### config.mk
export PLATFORM = sky130hd
export DESIGN_NAME = rc_serial_frame_parser
export DESIGN_NICKNAME = d
export VERILOG_FILES = /design/src/design/rcsfp_pkg.sv /design/src/design/rcsfp_unit.sv /design/src/design/rc_serial_frame_parser.sv
export VERILOG_INCLUDE_DIRS = /design/src /design/src/design
export SDC_FILE = /design/constraint.sdc
export NUM_CORES = 1
export LEC_CHECK = 0
export CORE_MARGIN = 1
export CORE_UTILIZATION = 40
export CTS_CLUSTER_SIZE = 40
export DETAILED_ROUTE_END_ITERATION = 6
export DONT_BUFFER_PORTS = 1
export PLACE_DENSITY = 0.54
export SLEW_MARGIN = 10
export SYNTH_ARGS = -nofsm -noshare
export SYNTH_HDL_FRONTEND = slang
export SYNTH_SLANG_ARGS = --single-unit
export TNS_END_PERCENT = 20
### constraint.sdc
create_clock -name clk -period 4.96 [get_ports clk]
set_clock_uncertainty 0.05 [all_clocks]
set_input_delay 0.248 -clock clk [delete_from_list [all_inputs] [get_ports clk]]
set_output_delay 0.248 -clock clk [all_outputs]
set_load 0.005 [all_outputs]
### src/design/rc_serial_frame_parser_macros.svh
// ---------------------------------------------------------------------------
// RC serial frame parser assertion macros
// Shared concurrent assertion forms for the frame parser design.
// ---------------------------------------------------------------------------
`ifndef RC_SERIAL_FRAME_PARSER_MACROS_SVH
`define RC_SERIAL_FRAME_PARSER_MACROS_SVH

// Same-cycle implication, disabled while reset is low.
`define RCSFP_ASSERT_NOW(label, clk, rst_n, pre, post) \
	label: assert property (@(posedge clk) disable iff (!(rst_n)) (pre) |-> (post)) \
		else $error("frame parser assertion failed");

// Next-cycle implication, disabled while reset is low.
`define RCSFP_ASSERT_NEXT(label, clk, rst_n, pre, post) \
	label: assert property (@(posedge clk) disable iff (!(rst_n)) (pre) |=> (post)) \
		else $error("frame parser assertion failed");

`endif

### src/design/rcsfp_pkg.sv
// ---------------------------------------------------------------------------
// RC serial frame parser package
// Request and response types of the shared subtract and compare unit.
// ---------------------------------------------------------------------------
package rcsfp_pkg;

	typedef struct packed {
		logic [15:0] a;
		logic [15:0] b;
	} unit_req_t;

	typedef struct packed {
		logic [15:0] diff;
		logic        eq;
	} unit_rsp_t;

endpackage

### src/design/rcsfp_unit.sv
// ---------------------------------------------------------------------------
// RC serial frame parser shared unit
// One 16-bit subtractor whose zero flag also serves as the equality compare.
// ---------------------------------------------------------------------------
module rcsfp_unit import rcsfp_pkg::*; (
	input  unit_req_t req,
	output unit_rsp_t rsp
);

	logic [15:0] diff;

	assign diff     = req.a - req.b;
	assign rsp.diff = diff;
	assign rsp.eq   = (diff == 16'h0000);

endmodule

### src/design/rc_serial_frame_parser.sv
// ---------------------------------------------------------------------------
// RC serial frame parser
// Hunts for a two-byte header, collects little-endian channel words and a
// checksum, and emits the channel values of each good frame or one error word.
// ---------------------------------------------------------------------------
// Channel   Handshake                 Payload
// input     in_valid / in_ready       rx_byte
// output    out_valid / out_ready     status, channel_index, channel_value,
//                                     last_of_run
// config    APB write, pready high    paddr, pwdata, prdata
//
// A matching header byte passes a test state and then a sum state, and any other
// byte in the hunt or the body passes the test state only, all through the one
// shared subtractor. The final checksum byte is tested, then each channel word
// takes a memory-read state and a send state, plus output stalls. A checksum
// error sends one word after the test. No byte is taken while a word is pending.
// Reset puts the parser in the first header hunt with no clearing pass.
// ---------------------------------------------------------------------------
`include "rc_serial_frame_parser_macros.svh"

module rc_serial_frame_parser import rcsfp_pkg::*; #(
	parameter int CHANNELS    = 14,
	parameter int FRAME_BYTES = 32
) (
	input  logic        clk,
	input  logic        arst_n,
	input  logic [7:0]  rx_byte,
	input  logic        in_valid,
	output logic        in_ready,
	output logic        status,
	output logic [3:0]  channel_index,
	output logic [15:0] channel_value,
	output logic        last_of_run,
	output logic        out_valid,
	input  logic        out_ready,
	input  logic        psel,
	input  logic        penable,
	input  logic        pwrite,
	input  logic [2:0]  paddr,
	input  logic [31:0] pwdata,
	output logic [31:0] prdata,
	output logic        pready
);

	localparam int CH_W = (CHANNELS > 1) ? $clog2(CHANNELS) : 1;
	localparam logic [5:0] SUM_END = 6'(FRAME_BYTES - 2);
	localparam logic [5:0] CAP_END = 6'(2 + 2 * CHANNELS);
	localparam logic [CH_W-1:0] LAST_CH = CH_W'(CHANNELS - 1);

	localparam logic [1:0] PH_HDR1 = 2'd0;
	localparam logic [1:0] PH_HDR2 = 2'd1;
	localparam logic [1:0] PH_BODY = 2'd2;

	typedef enum logic [4:0] {
		S_IDLE = 5'b00001,
		S_TEST = 5'b00010,
		S_SUM  = 5'b00100,
		S_LOAD = 5'b01000,
		S_SEND = 5'b10000
	} state_t;

	state_t          state_q;
	logic [7:0]      first_hdr_q;
	logic [7:0]      second_hdr_q;
	logic [7:0]      byte_q;
	logic [1:0]      phase_q;
	logic [5:0]      count_q;
	logic [15:0]     sum_q;
	logic [7:0]      held_q;
	logic [CH_W-1:0] ch_q;
	logic            out_valid_q;
	logic            status_q;
	logic [3:0]      index_q;
	logic [15:0]     value_q;
	logic            last_q;
	logic [15:0]     store [CHANNELS];

	unit_req_t       req;
	unit_rsp_t       rsp;
	logic [5:0]      off;
	logic            cfg_wr;

	rcsfp_unit u_unit (
		.req(req),
		.rsp(rsp)
	);

	assign off    = count_q - 6'd2;
	assign cfg_wr = psel && penable && pwrite;
	assign pready = 1'b1;
	assign prdata = paddr[2] ? {24'h000000, second_hdr_q} : {24'h000000, first_hdr_q};

	assign in_ready      = (state_q == S_IDLE);
	assign out_valid     = out_valid_q;
	assign status        = status_q;
	assign channel_index = index_q;
	assign channel_value = value_q;
	assign last_of_run   = last_q;

	always_comb begin
		req.a = sum_q;
		req.b = {8'h00, byte_q};
		if (state_q == S_TEST) begin
			case (phase_q)
				PH_HDR2: begin
					req.a = {8'h00, byte_q};
					req.b = {8'h00, second_hdr_q};
				end
				PH_BODY: begin
					if (count_q > SUM_END) begin
						req.a = {byte_q, held_q};
						req.b = sum_q;
					end
				end
				default: begin
					req.a = {8'h00, byte_q};
					req.b = {8'h00, first_hdr_q};
				end
			endcase
		end
	end

	always_ff @(posedge clk or negedge arst_n) begin
		if (!arst_n) begin
			first_hdr_q  <= 8'd32;
			second_hdr_q <= 8'd64;
		end else if (cfg_wr) begin
			if (paddr[2]) begin
				second_hdr_q <= pwdata[7:0];
			end else begin
				first_hdr_q <= pwdata[7:0];
			end
		end
	end

	always_ff @(posedge clk or negedge arst_n) begin
		if (!arst_n) begin
			state_q     <= S_IDLE;
			phase_q     <= PH_HDR1;
			count_q     <= 6'd0;
			sum_q       <= 16'hFFFF;
			held_q      <= 8'h00;
			ch_q        <= '0;
			out_valid_q <= 1'b0;
		end else begin
			case (state_q)
				S_IDLE: begin
					if (in_valid) begin
						state_q <= S_TEST;
					end
				end
				S_TEST: begin
					state_q <= S_IDLE;
					case (phase_q)
						PH_HDR2: begin
							if (rsp.eq) begin
								phase_q <= PH_BODY;
								count_q <= 6'd2;
								state_q <= S_SUM;
							end else begin
								phase_q <= PH_HDR1;
							end
						end
						PH_BODY: begin
							count_q <= count_q + 6'd1;
							if (count_q < SUM_END) begin
								sum_q <= rsp.diff;
								if (count_q >= 6'd2 && count_q < CAP_END && !off[0]) begin
									held_q <= byte_q;
								end
							end else if (count_q == SUM_END) begin
								held_q <= byte_q;
							end else begin
								phase_q <= PH_HDR1;
								if (rsp.eq) begin
									ch_q    <= '0;
									state_q <= S_LOAD;
								end else begin
									out_valid_q <= 1'b1;
									state_q     <= S_SEND;
								end
							end
						end
						default: begin
							if (rsp.eq) begin
								phase_q <= PH_HDR2;
								count_q <= 6'd1;
								sum_q   <= 16'hFFFF;
								state_q <= S_SUM;
							end
						end
					endcase
				end
				S_SUM: begin
					sum_q   <= rsp.diff;
					state_q <= S_IDLE;
				end
				S_LOAD: begin
					out_valid_q <= 1'b1;
					state_q     <= S_SEND;
				end
				S_SEND: begin
					if (out_ready) begin
						out_valid_q <= 1'b0;
						if (last_q) begin
							state_q <= S_IDLE;
						end else begin
							ch_q    <= ch_q + 1'b1;
							state_q <= S_LOAD;
						end
					end
				end
				default: begin
					state_q <= S_IDLE;
				end
			endcase
		end
	end

	always_ff @(posedge clk) begin
		if (state_q == S_TEST && phase_q == PH_BODY && count_q < SUM_END &&
				count_q >= 6'd2 && count_q < CAP_END && off[0]) begin
			store[off[CH_W:1]] <= {byte_q, held_q};
		end
	end

	always_ff @(posedge clk) begin
		if (state_q == S_IDLE && in_valid) begin
			byte_q <= rx_byte;
		end
		if (state_q == S_LOAD) begin
			status_q <= 1'b0;
			index_q  <= 4'(ch_q);
			value_q  <= store[ch_q];
			last_q   <= (ch_q == LAST_CH);
		end else if (state_q == S_TEST) begin
			status_q <= 1'b1;
			index_q  <= 4'd0;
			value_q  <= 16'h0000;
			last_q   <= 1'b1;
		end
	end

	`RCSFP_ASSERT_NOW(a_no_take_while_pending, clk, arst_n, in_ready, !out_valid)
	`RCSFP_ASSERT_NEXT(a_busy_after_take, clk, arst_n, in_valid && in_ready, !in_ready)
	`RCSFP_ASSERT_NEXT(a_free_after_last, clk, arst_n, out_valid && out_ready && last_of_run, in_ready)
	`RCSFP_ASSERT_NOW(a_error_word_shape, clk, arst_n, out_valid && status, last_of_run && channel_value == 16'h0000 && channel_index == 4'd0)
	`RCSFP_ASSERT_NOW(a_index_in_range, clk, arst_n, out_valid && !status, channel_index <= 4'(CHANNELS - 1))

endmodule
==> summary.txt, run 1 <==
Setup path
  – Slowest CP cell: fa_1
  – CP Cell Sequence: and3_1, a31o_1, and2_2, nor2b_2, a22oi_1, nor2_1, a21oi_1, ha_1, inv_1, fa_1, a211oi_4, o21a_1, o21ai_1, a211o_1, o2111ai_1, nor4_4, buf_4, buf_12, a41o_1, or3_1
  – CP delay by family, top: compound AO/OA/AOI/OAI gates
  – CP required: ~5.3 ns
  – Arrival @ worst endpoint: 5.08 ns
  – Setup Crit Path Kind: reg2reg
  – Setup crit start kind: flop
  – Critical Path Fanout Max: 21
  – Buf+Inv Stages, Crit Path: 3
  – Worst path max stage delay: roughly 0.44 ns
  – CP endpoint kind: flop

Drt
  – DRT Wirelength: approximately 34000 µm
  – DRT Pass-1 Iters: 5
  – Initial DRC count: 670
  – DR vias/cell: ~5.7
  – Vias: about 8500
  – Routed len/inst: approximately 23 µm
  – ANT nets after route: 0
  – Drc violations: 0

Power and ir drop
  – Worst vdd ir: 0.2396 mV
  – Leak: 5.263 nW
  – Pwr Total: ~5.9 mW
  – PwrDens: 363.2 nW/µm²

Clock network
  – CTS Buf Count: 35
  – Clock latency at the later pin of the worst-skew pair: 0.52 ns
  – Longest Clk Path Bufs: 3
  – TritonCTS clock tree: yes
  – Clock root buffer: clkbuf_16
  – H-Tree Depth: 2
  – Clk pin slew, worst setup/hold paths: roughly 0.050 ns
  – Clk sinks: 312

Synth
  – Synth Area in Compound Gates: 0.07992
  – Synth Area in XOR/XNOR: 0.007241
  – Post-synth EDFFs: between 200 and 300
  – Ys async rst share: 0.1859
  – Synthesized area: around 14000 µm²
  – Yosys cell types: between 70 and 80
  – Largest cells by area after synthesis: edfxtp_1, mux4_2, dfrtp_1
  – Register area share after synthesis: 0.6340
  – Ys Warns: 0
  – Main combinational cell family by area after synthesis: multiplexers
  – Simple-Gate Fraction of Synth Area: 0.08838
  – Synth Register Bits: 312
  – Avg Synthesized Cell Area: 14.91 µm²
  – Post-synth top flop: edfxtp_1
  – Synth Area in Adders: 0.01972
  – Mux contribution to synthesized area: 0.1382
  – Mapped Cells: between 900 and 1000
  – Post-synth top area cell: edfxtp_1
  – Share of the synthesized area in the top cell type: 0.5298

Placed design
  – GP Congestion: slightly below 0.9
  – Cell Area, Placed: 15100 µm²
  – Dpl hpwl: 21980 µm
  – Pre-CTS setup slack: around 0.15 ns
  – # port buffers: 0
  – Inst Count DP: around 1400

Layout
  – Register area: around 9100 µm²
  – Diode count: 0
  – Nets@finish: around 1100
  – Ratio of cells with drive above 1 in the final layout: 0.2706
  – Area occupied by multi-input gates: a little under 5000 µm²
  – Layout Cells excl Fill: around 1500
  – Area growth syn-to-layout: 14.06%
  – Final instance area: roughly 16000 µm²
  – Fillers: around 3100

STA
  – Count of pins over their slew limit: 0
  – Worst rel slew slack: 0.2906
  – Hold Slack: between 0.07 and 0.08 ns
  – Max Fclk: roughly 210 MHz
  – Final setup violation count: 0
  – Slew at the pin closest to its max-slew limit: roughly 1.1 ns
  – Fin worst setup slack: around 0.23 ns
  – Final hold viol count: 0
  – Fin crit period: 4.734 ns
  – Final worst path period share: 0.9544

GRT
  – Global-route wire length before repair: 52520 µm
  – Total GRT Usage: 0.1940
  – Largest net degree at the start of global routing: between 50 and 60
  – Total gr overflow: 0
  – Antenna violations before repair: 0
  – Vias in the first global route: ~8500

Run status
  – Status: finished clean

Die
  – I/O pins: 107
  – Die width: between 150 and 200 µm
  – Chip height: ~190 µm
  – Row cnt: between 60 and 70
  – Core area: roughly 35000 µm²
  – Starting Density: 0.4111
  – Die area: 36610 µm²

Min path
  – Worst Hold Class: in2reg

Job
  – Max_cap viols: 0
## cells in the final DEF, fill, tap and decap left out, types with 5 or more instances in the layout
cell type,count
edfxtp_1,253
nand2_1,71
nor2_1,67
mux4_2,64
buf_4,55
mux2_2,48
dfrtp_1,37
clkbuf_16,35
a21oi_1,26
conb_1,25
ha_1,21
nor2b_1,20
dfstp_2,19
dlygate4sd3_1,19
a221oi_1,15
o21ai_0,15
inv_1,12
nand3_1,12
nor2_2,11
nor3_1,9
nand2b_1,9
o211ai_1,9
clkinv_1,9
and3_1,8
o221ai_1,8
a22oi_1,8
o22ai_1,8
nand3b_1,7
clkinv_2,7
nor4_1,6
o21ai_1,5
xnor2_1,5
nor3b_1,5
o21a_1,5
nand4_1,5
a31o_2,5
## worst min-delay path, stage by stage
cell     delay, ns
o22a_1        0.14
a21oi_1       0.10
a21o_1        0.16
## cell usage after synthesis, types with 9 or more instances
cell type    n
dfrtp_1     39
a221oi_1    15
o21ai_0     15
ha_1        21
a21oi_1     27
inv_1       12
nand2b_1     9
clkbuf_1    44
nand2_1     72
nor2b_1     21
o211ai_1     9
nand3_1     12
mux2_2      48
nor2_1      78
mux4_2      64
edfxtp_1   253
buf_4       29
nor3_1      12
dfstp_2     19
## cells by family after synthesis
family	after synthesis
flip-flops	312
AND/OR/NAND/NOR	258
buffers and inverters	92
AO/OA/AOI/OAI	153
XOR/XNOR	11
other	2
multiplexers	112
adder cells (fa/ha/maj)	22
## cell type report
class                      instances  area share
sequential                       312      0.5561
multi-input combinational        581      0.3024
clock buffer                      40     0.05530
timing repair buffer              78     0.04222
tap                              455     0.03480
clock inverter                    18    0.006195
inverter                          13    0.002983
## power breakdown
part	internal [mW]	switching, mW	total, mW	leakage (nW)
combinational	0.238	0.375	0.613	2.01
clock	1.31	1.00	2.31	0.498
sequential	2.94	0.0819	3.02	2.75
total	4.48	1.46	5.94	5.26
## worst paths after layout
check | from | end | slack [ns] | cells past startpoint
max in group asynchronous | arst_n | sum_q[10]$_DFFE_PN1P_ | 4.34 | 2
min in group asynchronous | arst_n | second_hdr_q[4]$_DFFE_PN0P_ | 0.20 | 2
setup reg to reg | count_q[0]$_DFFE_PN0P_ | phase_q[0]$_DFFE_PN0P_ | 0.23 | 20
setup / recovery | count_q[0]$_DFFE_PN0P_ | phase_q[0]$_DFFE_PN0P_ | 0.23 | 20
hold reg to reg | out_valid$_DFFE_PN0P_ | out_valid$_DFFE_PN0P_ | 0.48 | 2
hold / removal | out_ready | state_q[0]$_DFFE_PN1P_ | 0.08 | 3
## layer usage
metal / wire (µm) / vias up / global-route usage
met5: 0 / - / 0
met1: 15300 / 4357 / 0.2665
met2: 16910 / 225 / 0.3220
li1: - / 3837 / -
met3: 1616 / 45 / 0.03121
met4: 565 / 0 / 0.04609
## registers in the layout, indices dropped and copies added (netlist names), 5 cells and up
register       flops
count_q            6
second_hdr_q       8
first_hdr_q        8
channel_value     16
sum_q             16
store            224
held_q             8
byte_q             8
state_q            5
## metrics by stage
step | util | TNS (ns)
global placement | 0.4329 | 0
CTS | 0.4679 | 0
floorplan | - | 0
finish | 0.4689 | 0
detailed placement | 0.4329 | 0
global route | 0.4689 | -0.01080
## timing repair
action / in CTS / in global routing
buffers inserted: 0 / 1
hold buffers: 20 / 0
setup endpoints to repair: 0 / 30
gates resized for setup: 0 / 8
endpoints found under the hold margin: 87 / 0
No activity file was read; power rests on OpenSTA's default activity.
==> run 2: changes to the inputs <==
CORE_UTILIZATION = 35   (was 40)
PLACE_DENSITY = 0.49   (was 0.54)
==> summary.txt, run 2 (same netlist as run 1, synthesis figures left out) <==
Run status
  – Status: finished clean

Layout
  – Area growth syn-to-layout: 15.59%
  – Ratio of cells with drive above 1 in the final layout: 0.2733 (+0.002700)
  – Commonest cells after routing, fill and taps aside: edfxtp_1, nand2_1, nor2_1, mux4_2, buf_4
  – Nets@finish: 1096 (+0.27%)
  – Max FFs per register: 224 (unchanged)
  – Final instance area: 16580 µm² (+1.3%)
  – Diode count: 0 (unchanged)
  – Leading cell type in the layout, fill and taps excluded: edfxtp_1

Drt
  – ANT nets after route: 0 (unchanged)
  – Routed len/inst: 23.07 µm (+0.38%)
  – Drc violations: 0 (unchanged)
  – Initial DRC count: 666 (-0.60%)
  – DRT Pass-1 Iters: 5 (unchanged)
  – Vias: 8473 (+0.11%)
  – DRT Wirelength: 36330 µm (+5.6%)
  – DR vias/cell: 5.380 (-4.9%)

Clock network
  – CTS Buf Count: 36 (+2.9%)
  – TritonCTS clock tree: yes
  – Longest Clk Path Bufs: 3 (unchanged)
  – Clock latency at the later pin of the worst-skew pair: 0.55 ns (+0.03 ns)
  – Clk pin slew, worst setup/hold paths: 0.06 ns (about the same)
  – H-Tree Depth: 2 (unchanged)
  – Clock root buffer: clkbuf_16
  – Clk sinks: 312 (unchanged)

Die
  – I/O pins: 107 (unchanged)
  – Chip height: 204.4 µm (+6.8%)
  – Die width: 204.4 µm (+6.8%)
  – Starting Density: 0.3577 (-0.05346)
  – Die area: 41790 µm² (+14%)
  – Core area: 40100 µm² (+15%)
  – Row cnt: 73 (+7.4%)

Setup path
  – Setup Crit Path Kind: reg2reg
  – Worst path max stage delay: 0.59 ns (+0.15 ns)
  – CP delay by family, top: simple AND/OR/NAND/NOR gates
  – Slowest CP cell: or4_1
  – Buf+Inv Stages, Crit Path: 4 (+1)
  – Arrival @ worst endpoint: 5.08 ns (about the same)
  – CP endpoint kind: flop
  – CP Cell Sequence: or3_1, nor3b_2, buf_4, nand2_1, o221a_2, ha_1, inv_1, fa_1, a211oi_4, o21a_1, or4_1, o2111ai_2, nor4_4, buf_4, buf_12, a41o_1, or3_1
  – Critical Path Fanout Max: 21 (unchanged)
  – Setup crit start kind: flop
  – Reg-to-reg slack, setup: 0.25 ns (+0.03 ns)
  – CP required: 5.33 ns (+0.03 ns)

GRT
  – Vias in the first global route: 8522 (+0.69%)
  – Antenna violations before repair: 0 (unchanged)
  – Total gr overflow: 0 (unchanged)
  – Largest net degree at the start of global routing: 59 (unchanged)
  – Global-route wire length before repair: 54580 µm (+3.9%)
  – Total GRT Usage: 0.1772 (-0.01678)

Power and ir drop
  – PwrDens: 375.2 nW/µm² (+3.3%)
  – Leak: 5.318 nW (+1.0%)
  – Worst vdd ir: 0.2132 mV (-11%)

Placed design
  – # port buffers: 0 (unchanged)
  – Pre-CTS setup slack: 0.2541 ns (+0.1049 ns)
  – Cell Area, Placed: 15180 µm² (+0.51%)
  – GP Congestion: 0.8027 (-7.2%)
  – Dpl hpwl: 23530 µm (+7.1%)

STA
  – Fin crit period: 4.706 ns (-0.02759 ns)
  – Final setup violation count: 0 (unchanged)
  – Slew at the pin closest to its max-slew limit: 1.117 ns (+0.05562 ns)
  – Fin worst setup slack: 0.2539 ns (+0.02759 ns)
  – Final worst path period share: 0.9488 (-0.005562)
  – Final hold viol count: 0 (unchanged)
  – Sum of negative setup slack: 0 ns (unchanged)
  – Max Fclk: 212.5 MHz (+0.59%)
  – Count of pins over their slew limit: 0 (unchanged)
  – RSZ-0062 raised after global routing: no
  – Worst rel slew slack: 0.2544 (-0.03616)

Job
  – Max_cap viols: 0 (unchanged)

Min path
  – Worst Hold Class: in2reg
==> run 2: stage by stage <==
step	util	hold WS (ns)	total power, mW	std cells
3_3_place_gp	0.3785	-0.09617	3.659	1490
2_1_floorplan	-	-0.09759	3.448	985
6_report	0.4134	0.05300	6.220	1575
4_1_cts	0.4123	0.02149	6.274	1574
3_5_place_dp	0.3785	-0.09611	3.661	1490
5_1_grt	0.4134	0.09279	6.454	1575
==> run 2: final cells by class <==
class	instances	area (µm²)
clock buffer	46	968.4
sequential	312	9097
multi-input combinational	581	4955
clock inverter	18	170.2
tap	525	656.9
timing repair buffer	80	680.7
fill	3621	23520
inverter	13	48.80
==> run 2: final timing paths <==
kind | startpoint | end | depth (start not counted)
min | out_ready | state_q[0]$_DFFE_PN1P_ | 3
min reg2reg | status$_SDFFE_PN0N_ | status$_SDFFE_PN0N_ | 1
max reg2reg | state_q[2]$_DFFE_PN0P_ | phase_q[0]$_DFFE_PN0P_ | 17
max | state_q[2]$_DFFE_PN0P_ | phase_q[0]$_DFFE_PN0P_ | 17
min in group asynchronous | arst_n | second_hdr_q[1]$_DFFE_PN0P_ | 2
max in group asynchronous | arst_n | sum_q[11]$_DFFE_PN1P_ | 2
==> run 2: what timing repair did <==
item,4_1_cts,5_1_grt
endpoints found under the setup margin,0,15
hold buffers,20,0
resized for setup,0,7
endpoints found under the hold margin,87,0
buffers inserted,0,1
==> run 2: metal layers <==
metal  vias up  part of all wire  routed length (µm)  global-route usage
met5         -                 0                   0                   0
met1      4397              0.45               16390              0.2391
met2       176              0.48               17610              0.2901
met4         0             0.018                 672             0.05011
met3        52             0.046                1659             0.03444
li1       3848                 -                   -                   -
==> run 2: worst register-to-register path, stage by stage, from the launching register on <==
cell and delay [ns]:
dfrtp_1 0.41, or3_1 0.42, nor3b_2 0.24, buf_4 0.24, nand2_1 0.23, o221a_2 0.34
ha_1 0.19, inv_1 0.07, fa_1 0.25, a211oi_4 0.10, o21a_1 0.23, or4_1 0.59
o2111ai_2 0.26, nor4_4 0.07, buf_4 0.16, buf_12 0.15, a41o_1 0.24, or3_1 0.35
==> run 2: power breakdown <==
part	internal (mW)	leakage, nW	switching (mW)
sequential	2.94	2.75	0.0791
clock	1.49	0.543	1.08
combinational	0.239	2.02	0.395
total	4.67	5.32	1.55
